[config.mk]
export PLATFORM = sky130hd
export DESIGN_NAME = sensor_frame_deframer_core
export DESIGN_NICKNAME = d
export VERILOG_FILES = /design/src/sfd_pkg.sv /design/src/sfd_ram.sv /design/src/sfd_ctrl.sv /design/src/sfd_datapath.sv /design/src/sensor_frame_deframer_core.sv
export VERILOG_INCLUDE_DIRS = /design/src /design/src/src
export SDC_FILE = /design/constraint.sdc
export NUM_CORES = 1
export LEC_CHECK = 0
export ABC_AREA = 1
export ABC_CLOCK_PERIOD_IN_PS = 6400
export BUFFER_PORTS_ARGS = -buffer_cell sky130_fd_sc_hd__buf_2
export CORE_MARGIN = 4
export CORE_UTILIZATION = 67
export CTS_BUF_LIST = sky130_fd_sc_hd__clkbuf_4 sky130_fd_sc_hd__clkbuf_8 sky130_fd_sc_hd__clkbuf_16
export CTS_CLUSTER_DIAMETER = 50
export DETAILED_ROUTE_END_ITERATION = 12
export PLACE_DENSITY = 0.85
export SYNTH_ARGS = -nofsm -noshare
export SYNTH_HDL_FRONTEND = slang
export SYNTH_SLANG_ARGS = --single-unit
export TNS_END_PERCENT = 1
[constraint.sdc]
create_clock -name i_clk -period 6.4 [get_ports i_clk]
set_input_delay 1.28 -clock i_clk [delete_from_list [all_inputs] [get_ports i_clk]]
set_output_delay 1.28 -clock i_clk [all_outputs]
set_load 0.05 [all_outputs]
[src/sensor_frame_deframer_core_assert.svh]
// Assertion macros used by the deframer datapath.
`ifndef SENSOR_FRAME_DEFRAMER_CORE_ASSERT_SVH
`define SENSOR_FRAME_DEFRAMER_CORE_ASSERT_SVH

`ifndef SYNTH
`define SFD_ASSERT_NOW(label, clk, rst_n, ante, cons) \
    label: assert property (@(posedge clk) disable iff (!rst_n) (ante) |-> (cons)) \
        else $error("deframer assertion failed");
`define SFD_ASSERT_NEXT(label, clk, rst_n, ante, cons) \
    label: assert property (@(posedge clk) disable iff (!rst_n) (ante) |=> (cons)) \
        else $error("deframer assertion failed");
`else
`define SFD_ASSERT_NOW(label, clk, rst_n, ante, cons)
`define SFD_ASSERT_NEXT(label, clk, rst_n, ante, cons)
`endif

`endif

[src/sfd_pkg.sv]
package sfd_pkg;

    localparam int SFD_MAX_SENSORS = 32;
    localparam int SFD_CFG_W       = 6;
    localparam int SFD_BYTE_W      = 8;
    localparam int SFD_IDX_W       = 5;

    localparam logic [SFD_CFG_W-1:0]  SFD_CFG_RESET = 6'd32;
    localparam logic [SFD_BYTE_W-1:0] SFD_SYNC_BYTE = 8'hFF;

    typedef enum logic {
        ST_IDLE,
        ST_EMIT
    } t_state;

    typedef struct packed {
        logic accept;
        logic start_frame;
        logic start_err;
        logic load;
    } t_cmd;

    typedef struct packed {
        logic good;
        logic bad;
        logic out_free;
        logic last;
    } t_status;

endpackage

[src/sfd_ram.sv]
module sfd_ram #(
    parameter int WIDTH = 8,
    parameter int DEPTH = 32,
    localparam int AW = (DEPTH > 1) ? $clog2(DEPTH) : 1
) (
    input  logic             i_clk,
    input  logic             i_we,
    input  logic [AW-1:0]    i_waddr,
    input  logic [WIDTH-1:0] i_wdata,
    input  logic             i_re,
    input  logic [AW-1:0]    i_raddr,
    output logic [WIDTH-1:0] o_rdata
);

    logic [WIDTH-1:0] r_mem [DEPTH];
    logic [WIDTH-1:0] r_rdata;

    always_ff @(posedge i_clk) begin
        if (i_we) begin
            r_mem[i_waddr] <= i_wdata;
        end
        if (i_re) begin
            r_rdata <= r_mem[i_raddr];
        end
    end

    assign o_rdata = r_rdata;

endmodule

[src/sfd_ctrl.sv]
module sfd_ctrl
    import sfd_pkg::*;
(
    input  logic    i_clk,
    input  logic    i_rst_n,
    input  logic    i_rx_valid,
    output logic    o_rx_stall,
    input  t_status i_status,
    output t_cmd    o_cmd
);

    t_state r_state;
    t_state n_state;

    always_ff @(posedge i_clk) begin
        if (!i_rst_n) begin
            r_state <= ST_IDLE;
        end else begin
            r_state <= n_state;
        end
    end

    always_comb begin
        n_state    = r_state;
        o_cmd      = '0;
        o_rx_stall = 1'b1;
        unique case (r_state)
            ST_IDLE: begin
                o_rx_stall = 1'b0;
                if (i_rx_valid) begin
                    o_cmd.accept = 1'b1;
                    if (i_status.good) begin
                        o_cmd.start_frame = 1'b1;
                        n_state = ST_EMIT;
                    end else if (i_status.bad) begin
                        o_cmd.start_err = 1'b1;
                        n_state = ST_EMIT;
                    end
                end
            end
            ST_EMIT: begin
                if (i_status.out_free) begin
                    o_cmd.load = 1'b1;
                    if (i_status.last) begin
                        n_state = ST_IDLE;
                    end
                end
            end
            default: begin
                n_state = ST_IDLE;
            end
        endcase
    end

endmodule

[src/sfd_datapath.sv]
module sfd_datapath
    import sfd_pkg::*;
#(
    parameter int MAX_SENSORS = SFD_MAX_SENSORS
) (
    input  logic                  i_clk,
    input  logic                  i_rst_n,
    input  logic [SFD_BYTE_W-1:0] i_rx_byte,
    input  logic                  i_cfg_valid,
    input  logic [SFD_CFG_W-1:0]  i_cfg_data,
    input  t_cmd                  i_cmd,
    output t_status               o_status,
    input  logic                  i_res_stall,
    output logic                  o_res_valid,
    output logic [SFD_IDX_W-1:0]  o_sensor_index,
    output logic [SFD_BYTE_W-1:0] o_activation,
    output logic                  o_frame_error,
    output logic                  o_last
);

    `include "sensor_frame_deframer_core_assert.svh"

    localparam int AW   = (MAX_SENSORS > 1) ? $clog2(MAX_SENSORS) : 1;
    localparam int CNTW = $clog2(MAX_SENSORS + 1);
    localparam int POSW = $clog2(MAX_SENSORS + 2);

    logic [SFD_CFG_W-1:0]  r_cfg;
    logic                  r_aligned;
    logic [SFD_BYTE_W-1:0] r_prev;
    logic [POSW-1:0]       r_pos;
    logic [AW-1:0]         r_k;
    logic                  r_err_mode;

    logic                  r_out_valid;
    logic [SFD_IDX_W-1:0]  r_idx;
    logic [SFD_BYTE_W-1:0] r_act;
    logic                  r_err_out;
    logic                  r_last;

    logic [CNTW-1:0]       eff_count;
    logic [POSW-1:0]       count_pos;
    logic                  sync_pair;
    logic                  pos_lt;
    logic                  pos_eq;
    logic                  trailer;
    logic                  ram_we;
    logic                  ram_re;
    logic [AW-1:0]         ram_raddr;
    logic [SFD_BYTE_W-1:0] ram_rdata;
    logic                  out_take;

    always_comb begin
        if (r_cfg == '0) begin
            eff_count = CNTW'(1);
        end else if (int'(r_cfg) > MAX_SENSORS) begin
            eff_count = CNTW'(MAX_SENSORS);
        end else begin
            eff_count = CNTW'(r_cfg);
        end
    end

    assign count_pos = POSW'(eff_count);
    assign sync_pair = (r_prev == SFD_SYNC_BYTE) && (i_rx_byte == SFD_SYNC_BYTE);
    assign pos_lt    = r_pos < count_pos;
    assign pos_eq    = r_pos == count_pos;
    assign trailer   = r_aligned && !pos_lt && !pos_eq;

    assign o_status.good     = trailer && sync_pair;
    assign o_status.bad      = trailer && !sync_pair;
    assign out_take          = r_out_valid && !i_res_stall;
    assign o_status.out_free = !r_out_valid || !i_res_stall;
    assign o_status.last     = r_err_mode || ((CNTW'(r_k) + CNTW'(1)) == eff_count);

    assign ram_we    = i_cmd.accept && r_aligned && pos_lt;
    assign ram_re    = i_cmd.start_frame || (i_cmd.load && !o_status.last);
    assign ram_raddr = i_cmd.start_frame ? '0 : AW'(r_k + AW'(1));

    sfd_ram #(
        .WIDTH (SFD_BYTE_W),
        .DEPTH (MAX_SENSORS)
    ) u_buf (
        .i_clk   (i_clk),
        .i_we    (ram_we),
        .i_waddr (r_pos[AW-1:0]),
        .i_wdata (i_rx_byte),
        .i_re    (ram_re),
        .i_raddr (ram_raddr),
        .o_rdata (ram_rdata)
    );

    always_ff @(posedge i_clk) begin
        if (!i_rst_n) begin
            r_cfg <= SFD_CFG_RESET;
        end else if (i_cfg_valid) begin
            r_cfg <= i_cfg_data;
        end
    end

    always_ff @(posedge i_clk) begin
        if (!i_rst_n) begin
            r_aligned <= 1'b0;
            r_prev    <= '0;
            r_pos     <= '0;
        end else if (i_cmd.accept) begin
            r_prev <= i_rx_byte;
            if (!r_aligned) begin
                if (sync_pair) begin
                    r_aligned <= 1'b1;
                    r_pos     <= '0;
                end
            end else if (pos_lt || pos_eq) begin
                r_pos <= r_pos + POSW'(1);
            end else begin
                r_pos <= '0;
                if (!sync_pair) begin
                    r_aligned <= 1'b0;
                end
            end
        end
    end

    always_ff @(posedge i_clk) begin
        if (i_cmd.start_frame || i_cmd.start_err) begin
            r_k        <= '0;
            r_err_mode <= i_cmd.start_err;
        end else if (i_cmd.load && !o_status.last) begin
            r_k <= r_k + AW'(1);
        end
    end

    always_ff @(posedge i_clk) begin
        if (!i_rst_n) begin
            r_out_valid <= 1'b0;
        end else if (i_cmd.load) begin
            r_out_valid <= 1'b1;
        end else if (out_take) begin
            r_out_valid <= 1'b0;
        end
    end

    always_ff @(posedge i_clk) begin
        if (i_cmd.load) begin
            r_idx     <= r_err_mode ? '0 : SFD_IDX_W'(r_k);
            r_act     <= r_err_mode ? '0 : ram_rdata;
            r_err_out <= r_err_mode;
            r_last    <= o_status.last;
        end
    end

    assign o_res_valid    = r_out_valid;
    assign o_sensor_index = r_idx;
    assign o_activation   = r_act;
    assign o_frame_error  = r_err_out;
    assign o_last         = r_last;

    `SFD_ASSERT_NOW(a_load_free, i_clk, i_rst_n, i_cmd.load, o_status.out_free)
    `SFD_ASSERT_NOW(a_wr_aligned, i_clk, i_rst_n, ram_we, r_aligned && !trailer)
    `SFD_ASSERT_NOW(a_err_form, i_clk, i_rst_n, r_out_valid && r_err_out,
                    r_last && (r_idx == '0) && (r_act == '0))
    `SFD_ASSERT_NEXT(a_start_idle, i_clk, i_rst_n, i_cmd.start_frame || i_cmd.start_err,
                     r_k == '0)

endmodule

[src/sensor_frame_deframer_core.sv]
// Sensor frame deframer.
// Input channel (i_rx_valid / o_rx_stall / i_rx_byte): one serial byte per
// transfer. A frame is sensor_count activation bytes followed by two 0xFF
// sync bytes; the block hunts for a 0xFF pair before taking a frame.
// Config channel (i_cfg_valid / o_cfg_ready / i_cfg_data): writes
// sensor_count; write only while idle. o_cfg_ready is always high.
// Result channel (o_res_valid / i_res_stall): on a good trailer one result
// per sensor (sensor_index, activation), o_last on the highest index; on a
// bad trailer one result with o_frame_error and o_last set.
// Throughput: a byte that causes no result does not stall the input. A good
// trailer byte starts a buffer RAM read that primes the output register, then
// one result is loaded per cycle while the receiver does not stall; input
// stalls until the last result is loaded. A bad trailer byte stalls input
// until its error result is loaded. o_res_valid is set by each load.
// Receiver stall holds the output register and pauses the emit sequence.
// Reset (synchronous, active low) clears alignment, position, the previous
// byte and the output valid, and sets sensor_count to 32. The frame buffer
// is not cleared.
module sensor_frame_deframer_core
    import sfd_pkg::*;
#(
    parameter int MAX_SENSORS = SFD_MAX_SENSORS
) (
    input  logic                  i_clk,
    input  logic                  i_rst_n,
    input  logic                  i_rx_valid,
    output logic                  o_rx_stall,
    input  logic [SFD_BYTE_W-1:0] i_rx_byte,
    input  logic                  i_cfg_valid,
    output logic                  o_cfg_ready,
    input  logic [SFD_CFG_W-1:0]  i_cfg_data,
    output logic                  o_res_valid,
    input  logic                  i_res_stall,
    output logic [SFD_IDX_W-1:0]  o_sensor_index,
    output logic [SFD_BYTE_W-1:0] o_activation,
    output logic                  o_frame_error,
    output logic                  o_last
);

    t_cmd    cmd;
    t_status status;

    assign o_cfg_ready = 1'b1;

    sfd_ctrl u_ctrl (
        .i_clk      (i_clk),
        .i_rst_n    (i_rst_n),
        .i_rx_valid (i_rx_valid),
        .o_rx_stall (o_rx_stall),
        .i_status   (status),
        .o_cmd      (cmd)
    );

    sfd_datapath #(
        .MAX_SENSORS (MAX_SENSORS)
    ) u_dp (
        .i_clk          (i_clk),
        .i_rst_n        (i_rst_n),
        .i_rx_byte      (i_rx_byte),
        .i_cfg_valid    (i_cfg_valid && o_cfg_ready),
        .i_cfg_data     (i_cfg_data),
        .i_cmd          (cmd),
        .o_status       (status),
        .i_res_stall    (i_res_stall),
        .o_res_valid    (o_res_valid),
        .o_sensor_index (o_sensor_index),
        .o_activation   (o_activation),
        .o_frame_error  (o_frame_error),
        .o_last         (o_last)
    );

endmodule

==> metrics, run 1 <==
outcome complete, no violations; register area 0.00897 mm2; overall die height 151 um; GR Layer Usage met3 4.97%; crit-path most repeated cell nand2_1; synthesis-to-layout area growth 10.3%; top-area cell type share of the netlist area 61.8%; dpl cells 1,515; top-count cell post-synth edfxtp_1; Final Hold Viols 0; slowest stage delay, CP 0.78 ns; Net Switching 834 uW; RSZ-0062 raised after global routing false; final setup margin 1.95 ns; setup violators final 0; total routed wirelength 34.6 mm; Post-Place Worst Slack 1.66 ns; Setup CP Type in2reg; Core Footprint 0.0197 mm2; Static Leak 5.75 nW; maximum clock rate 0.225 GHz; Hold Crit Class reg2reg; yosys warns 0; CP required 6.66 ns; Initial Utilization 69.1%; FF+latch count, synth 308; sw frac 19.9%; final hold slack 0.478 ns; pins over their slew limit 0; Post-CTS Resized 0; first-pass GRT wire length 53.1 mm; PortBufs 35; CP max FO 38; ANT cells 0; sequential area share after synthesis 65.9%; largest net degree at the start of global routing 92; Fin Setup TNS 0 ns; post-synthesis mux area share 0%; grt ovf 0; met2 GRT Util 49.3%; iteration count of the initial detailed-routing pass 7; Adder-Cell Fraction of Synth Area 1.01%; critical path's slowest cell nand2_2; H-tree Lvls 2; Final min period 4.45 ns; GRT Total Usage 31.1%; share of layout cells above drive strength 1 12.5%; P_int 3.36 mW; clk buf depth 3; Worst-Margin Slew 1.38 ns; Worst Skew 0.0199 ns; CP top delay family simple AND/OR/NAND/NOR gates; Critical path buffers and inverters 2; Final GP Congestion 0.872; 1st-iter DRT viols 1,409; Synth Flop Type edfxtp_1; top cells by count, synth 280 x edfxtp_1, 244 x nand3_1, 170 x nand2_1; ys async rst share 0%; number of vias per cell 6.27; multi-input logic area 0.00372 mm2; sequential power share 52.4%; remaining antenna violation count 0; nature of the critical path startpoint input port; Crit path arrival time 4.71 ns; Syn Inst Count 1,268; Routed WL per cell 21.9 um; syn nets 1,298; Synth area leaders edfxtp_1 62%, nand3_1 9.0%, nand2_1 4.7%, inv_1 4.4%, dfxtp_1 4.1%; total number of vias 9,887; Tcrit/Tclk final 69.5%; Synth Area in Compound Gates 3.84%; Die W 151 um; P per Cell Area 279 mW/mm2; headroom to the max-slew limit 7.95%; Post-Syn Area 0.0136 mm2; vias in the first global route 9,591; FP Rows 51; Mapped Avg Cell Area 10.7 um2; GR Layer Usage met1 42.5%; num ports 37; Post-Synth XOR/XNOR Area 0.579%; DRC viols 0; DP HPWL 20.6 mm; CTS root buf clkbuf_16; Clock Power Share 45.9%; CP endpoint kind register; Layout fillers 1,196; total CTS buffers 34; die area 0.0227 mm2; clock-pin transition on the worst setup and hold timing paths 0.06 ns; Final #Nets 1,316; Post-synth EDFFs 280; initial antenna violation count 0; clock sinks 308; Logic pwr share 1.6%; main combinational cell family by area after synthesis simple AND/OR/NAND/NOR gates; busiest grt layer met2; TritonCTS clock tree yes; Unique masters post-synth 30; fin cells 1,576; Simple-Gate Fraction of Synth Area 21.7%; worst vdd ir 0.288 mV; setup bufs post-CTS 0; Max-Cap Viols 0; hold buffers post-CTS 0; worst-path cell chain buf_2 > nand2_1 > nor2_1 > nand2_1 > nor2_2 > nand4_4 > nand2_2 > buf_4 > nand2_1 > nand3_1 > nand3_1 > nand3_1 > nand2_1 > nand2_1 > nand2_1; clk_lat worst skew 0.51 ns; cell accounting for the most synthesized area edfxtp_1
cell families after synthesis:
family / after synthesis
simple gates: 629
fa+ha+maj: 11
other cells: 1
buf+inv: 231
flops: 308
compound gates: 79
xor+xnor: 9
tightest hold or removal path: cells and delay by family, from the launching register on:
family	cells	cell delay (ns)
DFF	1	0.30
AOI/OAI and AO/OA	2	0.12
metal layers:
layer	share of wire (%)	wire (um)	up-vias
met3	11	3670	131
met2	47	16400	687
li1	-	-	4394
met1	37	12700	4675
met5	0	0	-
met4	5.3	1830	0
layout make-up:
type,instances,share of cell area (%)
Timing Repair Buffer,49,1.87
Clock inverter,20,1.22
Inverter,164,4.12
Multi-Input combinational cell,729,24.8
Sequential cell,308,59.7
Tap cell,265,2.21
Clock buffer,41,6.13
through the flow:
stage	instance area, um2	power [mW]	utilization [%]
finish	15000	4.19	76.2
global route	15000	4.29	76.2
CTS	15000	4.19	76.2
detailed placement	13900	2.31	70.6
global placement	13900	2.30	70.6
floorplan	13600	2.26	-
final timing paths:
kind	start	end	slack (ns)	cells after the start
setup / recovery	i_rx_byte[1]	u_dp.u_buf.o_rdata[6]$_DFFE_PP_	1.95	15
hold / removal	u_dp.r_aligned$_SDFFE_PN0P_	u_dp.r_aligned$_SDFFE_PN0P_	0.48	2
setup reg to reg	u_dp.r_cfg[2]$_SDFFE_PN0P_	u_dp.u_buf.o_rdata[0]$_DFFE_PP_	2.40	18
hold reg to reg	u_dp.r_aligned$_SDFFE_PN0P_	u_dp.r_aligned$_SDFFE_PN0P_	0.48	2
flip-flops by register name, indices dropped and copies added, names as in the netlist:
register	count
u_dp.r_cfg	6
u_dp.o_res_valid	1
u_dp.u_buf.o_rdata	8
u_dp.r_err_mode	1
u_dp.o_sensor_index	5
u_dp.r_k	5
u_dp.r_pos	6
u_dp.u_buf.r_mem	256
u_dp.r_aligned	1
u_dp.o_last	1
u_dp.o_activation	8
u_dp.r_prev	8
u_ctrl.r_state	1
u_dp.o_frame_error	1
placed cells by master, fill, tap and decap left out, drive strengths merged, types with 6 or more instances in the layout:
| cell | instances |
|---|---|
| or2 | 49 |
| nand2 | 171 |
| buf | 49 |
| clkbuf | 41 |
| a21oi | 17 |
| o2111ai | 32 |
| nand3b | 33 |
| clkinv | 15 |
| edfxtp | 280 |
| xor2 | 7 |
| nand3 | 246 |
| inv | 163 |
| o21ai | 28 |
| nand4 | 6 |
| dfxtp | 28 |
| nor2 | 120 |
| ha | 11 |
power groups by stage:
stage	combinational [mW]	clock (mW)	sequential (mW)
after floorplan	0.0219	0	2.24
after global placement	0.0624	0	2.24
after detailed placement	0.0652	0	2.24
after CTS	0.0661	1.93	2.20
after global routing	0.0730	2.01	2.20
final	0.0677	1.93	2.20
Power figures use the tool's default switching activity.
==> run 2: changes to the inputs <==
Settings changed: ABC_CLOCK_PERIOD_IN_PS 6400 to 4100, CORE_UTILIZATION 67 to 62, PLACE_DENSITY 0.85 to 0.79.
Clock period 6.4 ns to 4.1 ns, I/O delays scaled along.
==> run 2 against run 1 <==
  * Utilization is 4.7 points lower
  * First-iteration DRC count is 19% lower
  * Via count is 1.5% lower
  * Critical endpoint is now u_dp.u_buf.o_rdata[0]$_DFFE_PP_
  * Highest routed layer unchanged
==> metrics, run 2 (synthesis gave the netlist of run 1 again) <==
most frequent cells in the layout 280 x edfxtp_1, 244 x nand3_1, 168 x nand2_1 (unchanged); setup violators final 0 (unchanged); Worst R2R Start u_dp.r_cfg[3]$_SDFFE_PN0P_ (was u_dp.r_cfg[2]$_SDFFE_PN0P_); reg-to-reg endpoint u_dp.u_buf.o_rdata[0]$_DFFE_PP_ (unchanged); Final min period 3.52 ns; Tcrit/Tclk final 85.7%; Final GP Congestion 0.914 (was 0.872); worst-path cell chain inv_1 > nand3_1 > o21ai_0 > ha_1 > inv_1 > nand2_1 > nand2_1 > nand2_1 > nand3_1 > nand4_4 > buf_4 > nand3b_1 > nand3_1 > nand3_1 > nand3_1 > nand2_1 > nand2_1 > nand2_1 (was buf_2 > nand2_1 > nor2_1 > nand2_1 > nor2_2 > nand4_4 > nand2_2 > buf_4 > nand2_1 > nand3_1 > nand3_1 > nand3_1 > nand2_1 > nand2_1 > nand2_1); share of layout cells above drive strength 1 13.9% (was 12.5%); grt ovf 0 (unchanged); DRC viols 0 (unchanged); PortBufs 35 (unchanged); Hold Crit Class reg2reg (unchanged); crit-path most repeated cell nand2_1 (unchanged); Worst-Margin Slew 0.901 ns (was 1.38 ns); worst vdd ir 0.368 mV (was 0.288 mV); CP endpoint kind register (unchanged); clk_lat worst skew 0.50 ns (was 0.51 ns); Final #Nets 1,332 (was 1,316); nature of the critical path startpoint register (was input port); Static Leak 5.86 nW (was 5.75 nW); Die W 156 um (was 151 um); R2R Setup Slk 0.58 ns (was 2.40 ns); initial antenna violation count 0 (unchanged); headroom to the max-slew limit 39.7% (was 7.95%); Post-CTS Resized 0 (unchanged); RSZ-0062 raised after global routing false (unchanged); Initial Utilization 64.0% (was 69.1%); CP top delay family simple AND/OR/NAND/NOR gates (unchanged); CTS root buf clkbuf_16 (unchanged); Crit path arrival time 3.77 ns (was 4.71 ns); commonest non-fill, non-tap cell in the layout edfxtp_1 (unchanged); slowest stage delay, CP 0.68 ns (was 0.78 ns); max reg flops 256 (unchanged); final setup margin 0.585 ns (was 1.95 ns); WHS Path Cells 2 (unchanged); pins over their slew limit 0 (unchanged); Critical path buffers and inverters 3 (was 2); Fin Setup TNS 0 ns (unchanged); clock-pin transition on the worst setup and hold timing paths 0.06 ns (about the same); H-tree Lvls 2 (unchanged); DP HPWL 20.6 mm (unchanged); outcome complete, no violations (unchanged); num ports 37 (unchanged); synthesis-to-layout area growth 11.7% (was 10.3%); FP Rows 53 (was 51); vias in the first global route 9,442 (was 9,591); first-pass GRT wire length 52.8 mm (was 53.1 mm); Hold Path End u_ctrl.r_state$_SDFF_PN0_ (was u_dp.r_aligned$_SDFFE_PN0P_); hold path start u_ctrl.r_state$_SDFF_PN0_ (was u_dp.r_aligned$_SDFFE_PN0P_); Setup CP Type reg2reg (was in2reg); TritonCTS clock tree yes (unchanged); Post-Place Worst Slack 0.706 ns (was 1.66 ns); R2R depth 18 (unchanged); iteration count of the initial detailed-routing pass 6 (was 7); clock sinks 308 (unchanged); maximum clock rate 0.284 GHz; total number of vias 9,737 (was 9,887); die area 0.0244 mm2 (was 0.0227 mm2); Biggest register u_dp.u_buf.r_mem (unchanged); placed cell area 0.0141 mm2 (was 0.0139 mm2); critical path's slowest cell buf_4 (was nand2_2); total CTS buffers 34 (unchanged); largest net degree at the start of global routing 75 (was 92); remaining antenna violation count 0 (unchanged); clk buf depth 3 (unchanged); ANT cells 0 (unchanged); final hold slack 0.485 ns (was 0.478 ns); Core Footprint 0.0213 mm2 (was 0.0197 mm2); hold buffers post-CTS 0 (unchanged); setup bufs post-CTS 0 (unchanged); CP max FO 74 (was 38); Max-Cap Viols 0 (unchanged); P per Cell Area 435 mW/mm2 (was 279 mW/mm2); Routed WL per cell 21.0 um (was 21.9 um); overall die height 156 um (was 151 um); total routed wirelength 33.6 mm (was 34.6 mm); CP required 4.36 ns (was 6.66 ns); Final Hold Viols 0 (unchanged); post-route cell area 0.0152 mm2 (was 0.0150 mm2); GRT Total Usage 28.1% (was 31.1%); 1st-iter DRT viols 1,143 (was 1,409); Worst Skew 0.00787 ns (was 0.0199 ns); number of vias per cell 6.07 (was 6.27)
## run 2: changes by cell type in the layout (fill, tap and decap cells not counted)
cell and change:
inv_8 +1, clkinvlp_4 -3, buf_4 +15, clkbuf_16 +2
clkinv_2 -2, a21oi_1 -1, buf_12 +1, bufinv_16 -1
clkbuf_4 +8, a21oi_2 +1, clkinv_1 -3, clkinv_4 -1
## run 2: final cells by class
class	count	area [um2]
Timing Repair Buffer	65	413
Inverter	164	618
Sequential cell	308	8970
Clock inverter	11	111
Tap cell	275	344
Fill cell	1495	6080
Multi-Input combinational cell	729	3720
Clock buffer	51	1030
## run 2: layer usage
| metal | global-route usage, % | routed length [um] |
|---|---|---|
| met1 | 38.2 | 13100 |
| met2 | 44.5 | 15900 |
| met3 | 6.63 | 3330 |
| met4 | 10.8 | 1320 |
| met5 | 0 | 0 |
## run 2: how the worst max path moves through the flow
stage | cells after the start | slack (ns) | start | to
after floorplan | 3 | 1.44 | i_res_stall | u_dp.u_buf.o_rdata[0]$_DFFE_PP_
after global placement | 18 | 0.72 | u_dp.r_cfg[3]$_SDFFE_PN0P_ | u_dp.u_buf.o_rdata[0]$_DFFE_PP_
after detailed placement | 18 | 0.71 | u_dp.r_cfg[3]$_SDFFE_PN0P_ | u_dp.u_buf.o_rdata[0]$_DFFE_PP_
after CTS | 18 | 0.67 | u_dp.r_cfg[3]$_SDFFE_PN0P_ | u_dp.u_buf.o_rdata[0]$_DFFE_PP_
after global routing | 18 | 0.33 | u_dp.r_cfg[0]$_SDFFE_PN0P_ | u_dp.u_buf.o_rdata[1]$_DFFE_PP_
final | 18 | 0.58 | u_dp.r_cfg[3]$_SDFFE_PN0P_ | u_dp.u_buf.o_rdata[0]$_DFFE_PP_
## run 2: stage by stage
stage,instances,total power [mW],utilization [%]
2_1_floorplan,1268,3.53,-
3_3_place_gp,1541,3.60,66.1
3_5_place_dp,1541,3.61,66.1
4_1_cts,1603,6.63,71.4
5_1_grt,1603,6.78,71.4
6_report,1603,6.61,71.4
## run 2: tightest hold or removal path: cells and delay by family, from the launching register on
kind / cells / cell delay, ns
DFF: 1 / 0.32
AOI/OAI and AO/OA: 1 / 0.05
and+or+nand+nor: 1 / 0.07
## run 2: power by group
group          internal, mW  total (mW)  switching (mW)
Clock                  1.88        3.07            1.19
Sequential             3.43        3.43         0.00663
Combinational        0.0249       0.110          0.0850
